$ cat src/sv/lkvt_pkg.sv
// Shared types and constants of the linear key-value table.
// Depends on nothing; every other file of the block but lkvt_ram imports it.
package lkvt_pkg;

  localparam int TABLE_DEPTH = 32;
  localparam int IDX_W       = $clog2(TABLE_DEPTH);
  localparam int CNT_W       = $clog2(TABLE_DEPTH + 1);
  localparam int KEY_W       = 32;
  localparam int VAL_W       = 32;
  localparam int ENTRY_W     = KEY_W + VAL_W;
  localparam int TOTAL_W     = 6;

  typedef enum logic [1:0] {
    ACT_INSERT  = 2'd0,
    ACT_LOOKUP  = 2'd1,
    ACT_REMOVE  = 2'd2,
    ACT_READOUT = 2'd3
  } action_t;

  typedef enum logic [1:0] {
    ST_OK        = 2'd0,
    ST_NOT_FOUND = 2'd1,
    ST_DUPLICATE = 2'd2,
    ST_FULL      = 2'd3
  } status_t;

  typedef enum logic [3:0] {
    S_IDLE,
    S_SEARCH,
    S_RM_RD,
    S_RM_WR,
    S_PASS_START,
    S_PASS_A,
    S_PASS_CMP,
    S_PASS_END,
    S_EMIT_RD,
    S_EMIT_OUT
  } state_t;

  // operands and flags of the shared key comparator
  typedef struct packed {
    logic [KEY_W-1:0] a;
    logic [KEY_W-1:0] b;
  } cmp_req_t;

  typedef struct packed {
    logic eq;
    logic gt;
  } cmp_rsp_t;

  // one port set of the entry store
  typedef struct packed {
    logic               we;
    logic [IDX_W-1:0]   waddr;
    logic [ENTRY_W-1:0] wdata;
    logic [IDX_W-1:0]   raddr;
  } mem_req_t;

  // one result beat
  typedef struct packed {
    status_t            status;
    logic [KEY_W-1:0]   key;
    logic [VAL_W-1:0]   value;
    logic [TOTAL_W-1:0] total;
    logic               last;
  } res_t;

endpackage

$ cat src/sv/lkvt_ram.sv
// Generic single-write, single-read RAM with registered read data.
// Depends on nothing.
module lkvt_ram #(
  parameter int WIDTH = 64,
  parameter int DEPTH = 32
) (
  input  logic                     clk,
  input  logic                     we,
  input  logic [$clog2(DEPTH)-1:0] waddr,
  input  logic [WIDTH-1:0]         wdata,
  input  logic [$clog2(DEPTH)-1:0] raddr,
  output logic [WIDTH-1:0]         rdata
);

  logic [WIDTH-1:0] mem [DEPTH];

  always_ff @(posedge clk) begin
    if (we) begin
      mem[waddr] <= wdata;
    end
    rdata <= mem[raddr];
  end

endmodule

$ cat src/sv/lkvt_cmp.sv
// Shared signed key comparator: equality for searches, greater-than for sorting.
// Depends on lkvt_pkg.
module lkvt_cmp (
  input  lkvt_pkg::cmp_req_t req,
  output lkvt_pkg::cmp_rsp_t rsp
);
  import lkvt_pkg::*;

  always_comb begin
    rsp.eq = (req.a == req.b);
    rsp.gt = ($signed(req.a) > $signed(req.b));
  end

endmodule

$ cat src/sv/lkvt_seq.sv
// Sequencer of the key-value table: search, insert, remove and bubble-sort readout.
// Depends on lkvt_pkg; drives the entry store and the shared comparator.
module lkvt_seq (
  input  logic                     clk,
  input  logic                     rst,
  input  logic                     start,
  input  lkvt_pkg::action_t        action,
  input  logic [lkvt_pkg::KEY_W-1:0]   key,
  input  logic [lkvt_pkg::VAL_W-1:0]   value,
  output logic                     busy,
  output lkvt_pkg::mem_req_t       mem_req,
  input  logic [lkvt_pkg::ENTRY_W-1:0] mem_rdata,
  output lkvt_pkg::cmp_req_t       cmp_req,
  input  lkvt_pkg::cmp_rsp_t       cmp_rsp,
  output logic                     res_valid,
  output lkvt_pkg::res_t           res
);
  import lkvt_pkg::*;

  state_t               state, state_next;
  logic [CNT_W-1:0]     count, count_next;
  logic [CNT_W-1:0]     ptr, ptr_next;
  logic [CNT_W-1:0]     pass_end, pass_end_next;   // bubble pass bound j
  logic                 pend, pend_next;           // a search read is in flight
  logic [IDX_W-1:0]     pos, pos_next;
  logic [ENTRY_W-1:0]   carry, carry_next;         // larger entry carried along a pass
  action_t              cmd_action, cmd_action_next;
  logic [KEY_W-1:0]     cmd_key, cmd_key_next;
  logic [VAL_W-1:0]     cmd_value, cmd_value_next;
  logic [VAL_W-1:0]     hit_value, hit_value_next;
  res_t                 res_next;
  logic                 res_valid_next;

  logic [KEY_W-1:0]     rd_key;
  logic [VAL_W-1:0]     rd_value;
  logic                 hit, miss;

  assign rd_key   = mem_rdata[ENTRY_W-1 -: KEY_W];
  assign rd_value = mem_rdata[VAL_W-1:0];
  assign hit      = pend && cmp_rsp.eq;
  assign miss     = !hit && (ptr == count);
  assign busy     = (state != S_IDLE);

  // comparator operands: search key, or carried entry during a sort pass
  always_comb begin
    cmp_req.a = (state == S_PASS_CMP) ? carry[ENTRY_W-1 -: KEY_W] : cmd_key;
    cmp_req.b = rd_key;
  end

  // next state
  always_comb begin
    state_next = state;
    unique case (state)
      S_IDLE: begin
        if (start) begin
          if (action == ACT_READOUT) begin
            if (count == '0) begin
              state_next = S_IDLE;
            end else if (count == CNT_W'(1)) begin
              state_next = S_EMIT_RD;
            end else begin
              state_next = S_PASS_START;
            end
          end else begin
            state_next = S_SEARCH;
          end
        end
      end
      S_SEARCH: begin
        if (hit && cmd_action == ACT_REMOVE) begin
          state_next = S_RM_RD;
        end else if (hit || miss) begin
          state_next = S_IDLE;
        end
      end
      S_RM_RD:      state_next = S_RM_WR;
      S_RM_WR:      state_next = S_IDLE;
      S_PASS_START: state_next = S_PASS_A;
      S_PASS_A:     state_next = S_PASS_CMP;
      S_PASS_CMP: begin
        if ((ptr + CNT_W'(2)) >= pass_end) begin
          state_next = S_PASS_END;
        end
      end
      S_PASS_END: begin
        state_next = (pass_end > CNT_W'(2)) ? S_PASS_START : S_EMIT_RD;
      end
      S_EMIT_RD:    state_next = S_EMIT_OUT;
      S_EMIT_OUT: begin
        if (ptr == count) begin
          state_next = S_IDLE;
        end
      end
      default:      state_next = S_IDLE;
    endcase
  end

  // datapath, store requests and result beats
  always_comb begin
    count_next      = count;
    ptr_next        = ptr;
    pass_end_next   = pass_end;
    pend_next       = 1'b0;
    pos_next        = pos;
    carry_next      = carry;
    cmd_action_next = cmd_action;
    cmd_key_next    = cmd_key;
    cmd_value_next  = cmd_value;
    hit_value_next  = hit_value;
    mem_req         = '0;
    res_valid_next  = 1'b0;
    res_next        = '0;
    res_next.status = ST_OK;
    res_next.last   = 1'b1;
    res_next.total  = TOTAL_W'(count);

    unique case (state)
      S_IDLE: begin
        if (start) begin
          cmd_action_next = action;
          cmd_key_next    = key;
          cmd_value_next  = value;
          ptr_next        = '0;
          pass_end_next   = count;
          if (action == ACT_READOUT && count == '0) begin
            res_valid_next  = 1'b1;
            res_next.status = ST_NOT_FOUND;
          end
        end
      end
      S_SEARCH: begin
        if (hit) begin
          unique case (cmd_action)
            ACT_INSERT: begin
              res_valid_next  = 1'b1;
              res_next.status = ST_DUPLICATE;
            end
            ACT_LOOKUP: begin
              res_valid_next = 1'b1;
              res_next.value = rd_value;
            end
            default: begin
              pos_next       = IDX_W'(ptr - CNT_W'(1));
              hit_value_next = rd_value;
            end
          endcase
        end else if (miss) begin
          res_valid_next = 1'b1;
          if (cmd_action == ACT_INSERT) begin
            if (count == CNT_W'(TABLE_DEPTH)) begin
              res_next.status = ST_FULL;
            end else begin
              mem_req.we     = 1'b1;
              mem_req.waddr  = count[IDX_W-1:0];
              mem_req.wdata  = {cmd_key, cmd_value};
              count_next     = count + CNT_W'(1);
              res_next.total = TOTAL_W'(count + CNT_W'(1));
            end
          end else begin
            res_next.status = ST_NOT_FOUND;
          end
        end else begin
          mem_req.raddr = ptr[IDX_W-1:0];
          ptr_next      = ptr + CNT_W'(1);
          pend_next     = 1'b1;
        end
      end
      S_RM_RD: begin
        mem_req.raddr = IDX_W'(count - CNT_W'(1));
      end
      S_RM_WR: begin
        // last entry fills the freed slot
        mem_req.we     = 1'b1;
        mem_req.waddr  = pos;
        mem_req.wdata  = mem_rdata;
        count_next     = count - CNT_W'(1);
        res_valid_next = 1'b1;
        res_next.value = hit_value;
        res_next.total = TOTAL_W'(count - CNT_W'(1));
      end
      S_PASS_START: begin
        mem_req.raddr = '0;
        ptr_next      = '0;
      end
      S_PASS_A: begin
        carry_next    = mem_rdata;
        mem_req.raddr = IDX_W'(ptr + CNT_W'(1));
      end
      S_PASS_CMP: begin
        // smaller entry settles at ptr, larger one moves on
        mem_req.we    = 1'b1;
        mem_req.waddr = ptr[IDX_W-1:0];
        if (cmp_rsp.gt) begin
          mem_req.wdata = mem_rdata;
        end else begin
          mem_req.wdata = carry;
          carry_next    = mem_rdata;
        end
        ptr_next      = ptr + CNT_W'(1);
        mem_req.raddr = IDX_W'(ptr + CNT_W'(2));
      end
      S_PASS_END: begin
        mem_req.we    = 1'b1;
        mem_req.waddr = IDX_W'(pass_end - CNT_W'(1));
        mem_req.wdata = carry;
        pass_end_next = pass_end - CNT_W'(1);
      end
      S_EMIT_RD: begin
        mem_req.raddr = '0;
        ptr_next      = CNT_W'(1);
      end
      S_EMIT_OUT: begin
        res_valid_next = 1'b1;
        res_next.key   = rd_key;
        res_next.value = rd_value;
        res_next.last  = (ptr == count);
        if (ptr != count) begin
          mem_req.raddr = ptr[IDX_W-1:0];
          ptr_next      = ptr + CNT_W'(1);
        end
      end
      default: begin
      end
    endcase
  end

  always_ff @(posedge clk) begin
    if (rst) begin
      state     <= S_IDLE;
      count     <= '0;
      pend      <= 1'b0;
      res_valid <= 1'b0;
    end else begin
      state     <= state_next;
      count     <= count_next;
      pend      <= pend_next;
      res_valid <= res_valid_next;
    end
  end

  always_ff @(posedge clk) begin
    ptr        <= ptr_next;
    pass_end   <= pass_end_next;
    pos        <= pos_next;
    carry      <= carry_next;
    cmd_action <= cmd_action_next;
    cmd_key    <= cmd_key_next;
    cmd_value  <= cmd_value_next;
    hit_value  <= hit_value_next;
    res        <= res_next;
  end

  a_count_bound: assert property (@(posedge clk) disable iff (rst)
    count <= CNT_W'(TABLE_DEPTH))
    else $error("entry count above table depth");

  a_accept_busy: assert property (@(posedge clk) disable iff (rst)
    (start && !busy && action != ACT_READOUT) |=> busy)
    else $error("accepted command did not start a search");

  a_last_idle: assert property (@(posedge clk) disable iff (rst)
    (res_valid && res.last) |-> (state == S_IDLE))
    else $error("final beat while sequencer still running");

  a_mid_emit: assert property (@(posedge clk) disable iff (rst)
    (res_valid && !res.last) |-> (state == S_EMIT_OUT))
    else $error("non-final beat outside readout");

  a_count_step: assert property (@(posedge clk) disable iff (rst)
    (state != S_SEARCH && state != S_RM_WR) |=> $stable(count))
    else $error("entry count changed outside insert or remove");

endmodule

$ cat src/sv/linear_key_value_table_top.sv
// Top level of the linear key-value table: entry store, comparator and sequencer.
// Depends on lkvt_pkg, lkvt_ram, lkvt_cmp and lkvt_seq.
//
// A fixed table of TABLE_DEPTH (32) unique signed keys, each with a 32-bit value
// handle, kept unsorted in one 64-bit-wide RAM. A command is taken when start is
// high and busy is low; busy then stays high until it is finished (an empty readout
// never raises it), and the receiver cannot stall: every result beat sits on the
// result ports for exactly one cycle, marked by done, and last marks the final beat
// of a command. The next command may be issued in the cycle the final beat is shown.
// Every command runs a linear scan through the single RAM read port, one entry a
// cycle, with the shared comparator checking the entry read the cycle before.
// Steps, with n entries held (before the command):
//   insert, lookup: scan from slot 0 until a hit at slot p or all n slots are checked;
//   remove: as a lookup, then on a hit read the last entry (S_RM_RD) and write
//   it into the hole (S_RM_WR); a miss ends the command.
//   readout: a bubble sort in place, one pass per bound j = n down to 2, then
//   a fetch of slot 0 and one beat a cycle for all n entries; an empty table
//   gives one not-found beat right after the command.
// Insert refuses a key already held (status 2, even when full) and a full table
// (status 3). Remove and lookup of a missing key give status 1. The sort leaves
// the store in key order, so later scans see the sorted order. entry_total
// reports the count after the command, six bits wide. The RAM needs no clearing:
// data of slots at or above the entry count is never used.
module linear_key_value_table_top (
  input  logic                                 clk,
  input  logic                                 rst,
  input  logic                                 start,
  input  logic [1:0]                           action,
  input  logic signed [lkvt_pkg::KEY_W-1:0]    key,
  input  logic [lkvt_pkg::VAL_W-1:0]           value,
  output logic                                 busy,
  output logic                                 done,
  output logic [1:0]                           status,
  output logic signed [lkvt_pkg::KEY_W-1:0]    out_key,
  output logic [lkvt_pkg::VAL_W-1:0]           out_value,
  output logic [lkvt_pkg::TOTAL_W-1:0]         entry_total,
  output logic                                 last
);
  import lkvt_pkg::*;

  mem_req_t           mem_req;
  logic [ENTRY_W-1:0] mem_rdata;
  cmp_req_t           cmp_req;
  cmp_rsp_t           cmp_rsp;
  res_t               res;

  // entry store: key in the upper word, value handle in the lower
  lkvt_ram #(
    .WIDTH (ENTRY_W),
    .DEPTH (TABLE_DEPTH)
  ) u_store (
    .clk   (clk),
    .we    (mem_req.we),
    .waddr (mem_req.waddr),
    .wdata (mem_req.wdata),
    .raddr (mem_req.raddr),
    .rdata (mem_rdata)
  );

  // one comparator serves both the search and the sort passes
  lkvt_cmp u_cmp (
    .req (cmp_req),
    .rsp (cmp_rsp)
  );

  lkvt_seq u_seq (
    .clk       (clk),
    .rst       (rst),
    .start     (start),
    .action    (action_t'(action)),
    .key       (key),
    .value     (value),
    .busy      (busy),
    .mem_req   (mem_req),
    .mem_rdata (mem_rdata),
    .cmp_req   (cmp_req),
    .cmp_rsp   (cmp_rsp),
    .res_valid (done),
    .res       (res)
  );

  // result beat straight from the sequencer's output register
  assign status      = res.status;
  assign out_key     = res.key;
  assign out_value   = res.value;
  assign entry_total = res.total;
  assign last        = res.last;

endmodule
$ cat config.mk
export PLATFORM = sky130hd
export DESIGN_NAME = linear_key_value_table_top
export DESIGN_NICKNAME = d
export VERILOG_FILES = /design/src/sv/lkvt_pkg.sv /design/src/sv/lkvt_ram.sv /design/src/sv/lkvt_cmp.sv /design/src/sv/lkvt_seq.sv /design/src/sv/linear_key_value_table_top.sv
export SDC_FILE = /design/constraint.sdc
export NUM_CORES = 2
export LEC_CHECK = 0
export BUFFER_PORTS_ARGS = -buffer_cell sky130_fd_sc_hd__buf_2
export CAP_MARGIN = 15
export CORE_MARGIN = 2
export CORE_UTILIZATION = 40
export DETAILED_ROUTE_END_ITERATION = 7
export REMOVE_ABC_BUFFERS = 1
export SYNTH_ARGS = -nofsm -noshare
export SYNTH_HDL_FRONTEND = slang
export SYNTH_SLANG_ARGS = --single-unit
$ cat constraint.sdc
create_clock -name clk -period 8.5 [get_ports clk]
set_input_delay 0.85 -clock clk [delete_from_list [all_inputs] [get_ports clk]]
set_output_delay 0.85 -clock clk [all_outputs]
set_load 0.02 [all_outputs]
==> impl_metrics.py <==
metrics = {
    "timing": {
        "max_freq_ghz": 0.142,
        "fin_tns_setup_ns": 0,
        "worst_slew_pin_slew_ns": 1.28,
        "max_slew_margin_pct": 12.3,
        "drv_slew": 0,
        "whs_ns": 0.143,
        "min_period_over_period_pct": 82.8,
        "rsz0062_at_grt": "false",
        "setup_viol": 0,
        "skew_ns": 0.0376,
        "finalWorstSetupSlack_ns": 1.46,
        "hold_viol_final": 0,
        "period_needed_ns": 7.04,
    },
    "synth": {
        "yosys.area_share.adder_pct": 0.660,
        "yosys-top-cells-count": "edfxtp_1 (2227), nand2_1 (1728), nand3_1 (495), mux2i_1 (252), clkbuf_1 (207)",
        "synthXorXnorAreaFrac_pct": 0.245,
        "ys_ff_latch": 2376,
        "yosysTopAreaCell": "edfxtp_1",
        "synthFlopType": "edfxtp_1",
        "synth_top_cells_by_area": "edfxtp_1 (72%), nand2_1 (7.0%), dfxtp_1 (3.2%), mux2i_1 (2.7%), nand3_1 (2.7%)",
        "syn_avg_cell_area_um2": 14.0,
        "synth_top_area_share_pct": 72.0,
        "synth_mux_area_share_pct": 2.80,
        "seq_area_frac_synth_pct": 75.2,
        "synthesis.area_um2": 92900,
        "yosysWarnings": 0,
        "async_flop_share_pct": 0,
        "yosysMostFrequentCell": "edfxtp_1",
        "synth_edf_count": 2227,
        "synth_compound_area_share_pct": 6.01,
        "synth_top_family_by_area": "simple AND/OR/NAND/NOR gates",
        "ys_types": 72,
        "synth-simple-area-share_pct": 12.8,
        "netlist_instances": 6613,
    },
    "cells_and_area": {
        "fin_nets": 6894,
        "fin_util_pct": 46.0,
        "fillers": 20187,
        "syn2layout_area_growth_pct": 14.2,
        "stdcell_area_um2": 106000,
        "drive_gt1_share_pct": 11.9,
        "finalNonFillerCells": 10012,
    },
    "drt": {
        "ant_nets": 0,
        "drtIter0Drc": 8517,
        "routedWlPerCell_um": 29.0,
        "routed_wl_um": 291000,
        "vias": 59459,
        "dr.pass1.iters": 8,
        "viasPerCell": 5.94,
        "drc": 3,
    },
    "place": {
        "dp.cells": 9562,
        "place_congestion": 0.900,
        "portBuffers": 143,
        "dp_slack_ns": 1.64,
        "hpwl_um": 163000,
        "placed_cell_area_um2": 98200,
    },
    "clock_tree": {
        "htree_levels": 4,
        "hold_buffers": 0,
        "cts_tree": "yes",
        "cts_resized": 0,
        "post-cts-setup-buffer-count": 0,
        "cts.sinks": 2376,
        "cts_buffer_depth": 3,
        "clk_pin_slew_ns": 0.06,
        "cts_buffers": 237,
        "cts-root-buf": "clkbuf_16",
        "worstSkewPairLatency_ns": 0.88,
    },
    "power_and_ir_drop": {
        "power-per-cell-area_nw_per_um2": 360,
        "power_frac_comb_pct": 34.4,
        "finalPower_mw": 38.1,
        "p_int_mw": 23.6,
        "seq_power_share_pct": 38.2,
        "clockPowerShare_pct": 27.4,
        "ir_drop_uv": 416,
        "p_switching_mw": 14.5,
        "swShare_pct": 38.1,
        "p_leak_nw": 37.1,
    },
    "floorplan": {
        "die_height_um": 486,
        "fp.dieArea_um2": 236000,
        "die_x_um": 486,
        "num_rows": 176,
        "core_area_um2": 230000,
        "pin_count": 144,
        "start_util_pct": 40.3,
    },
    "critical_path": {
        "cp-end-kind": "register",
        "cpPeakStageDelay_ns": 0.83,
        "cp_max_fo": 51,
        "crit_arrival_ns": 7.53,
        "reg2regPathDepth": 16,
        "crit_chain": "nor2b_1, nand2_4, buf_4, nand2_1, nand2_1, ha_1, nand4_1, nor2_1, nand4_1, nand2_1, nor3_2, buf_4, a21oi_1, nand3_1, nor2_4, buf_4",
        "cp_data_required_time_ns": 8.99,
        "crit_slowest_cell": "nor2_4",
        "reg2reg_setup_slack_ns": 1.46,
        "crit_type": "register to register",
        "start_kind": "register",
    },
    "worst_hold_path": {
        "min_path_cells": 1,
        "hp-class": "input pin to register",
    },
    "job": {
        "maxCapViolCount": 0,
    },
    "grt": {
        "antenna_found_initial": 17,
        "overflow": 0,
        "grt_pass1_wl_um": 413000,
        "grt_max_degree": 156,
        "first_global_vias": 56712,
        "grtUsageTotal_pct": 24.0,
    },
    "status": {
        "violations": "design-rule violations",
        "status": "complete, but fails checks",
    },
}
-- layout by cell type (no fill, tap or decap), drive strengths merged, types with 90 or more instances in the layout --
master / instances
a31oi: 147
a32oi: 185
and3: 138
buf: 357
clkbuf: 316
clkinv: 90
dfxtp: 149
edfxtp: 2227
mux2i: 252
nand2: 1729
nand3: 495
nand4: 159
-- critical path: cells and delay by family, from the launching register on --
family,cells,cell delay (ns)
AND/OR/NAND/NOR,11,3.82
adder cells (fa/ha/maj),1,0.31
AO/OA/AOI/OAI,1,0.35
buffers and inverters,3,1.48
flip-flops,1,0.60
-- sequential cells by signal, summed over array words and instances, names as in the netlist, 6 cells and up --
name / count
u_seq.carry: 64
u_seq.cmd_key: 32
u_seq.cmd_value: 32
u_seq.count: 6
u_seq.hit_value: 32
u_seq.pass_end: 6
u_seq.ptr: 6
u_seq.res: 73
u_store.mem: 2048
u_store.rdata: 64
-- logic make-up (layout without fill, tap and decap cells) --
group	Yosys count	in the layout
other	0	5
flip-flops	2376	2376
buffers and inverters	485	853
adder cells (fa/ha/maj)	49	49
AO/OA/AOI/OAI	718	718
AND/OR/NAND/NOR	2700	2700
XOR/XNOR	26	26
multiplexers	259	259
-- cell type report --
cell class | count | area, µm² | area share (%)
timing repair buffer | 357 | 2850 | 2.69
tap | 3026 | 3790 | 3.57
sequential | 2376 | 69900 | 65.9
clock buffer | 316 | 6520 | 6.15
multi-input combinational | 3752 | 21600 | 20.3
antenna | 5 | 12.5 | 0.0118
clock inverter | 128 | 1230 | 1.16
inverter | 52 | 198 | 0.186
-- power by group through the flow --
stage               sequential (mW)  clock [mW]  combinational (mW)
detailed placement             14.8           0                12.9
global route                   14.6        11.0                14.0
finish                         14.6        10.5                13.1
CTS                            14.5        10.6                13.0
global placement               14.8           0                12.8
floorplan                      14.4           0                8.95
-- layer usage --
metal	track usage (%)	vias up	share of wire, %
met5	0	-	0.0041
met4	9.03	2	3.9
met3	4.54	560	10
met2	36.9	3370	45
met1	33.9	30211	41
li1	-	25316	-
-- path summary, 6_finish.rpt --
check	from	endpoint
min	key[17]	u_seq.cmd_key[17]
min reg2reg	u_seq.hit_value[27]	u_seq.res[34]
max reg2reg	u_seq.state[2]	u_store.mem[5][8]
max	u_seq.state[2]	u_store.mem[5][8]
Note: power is estimated with default switching activity, not from simulation.
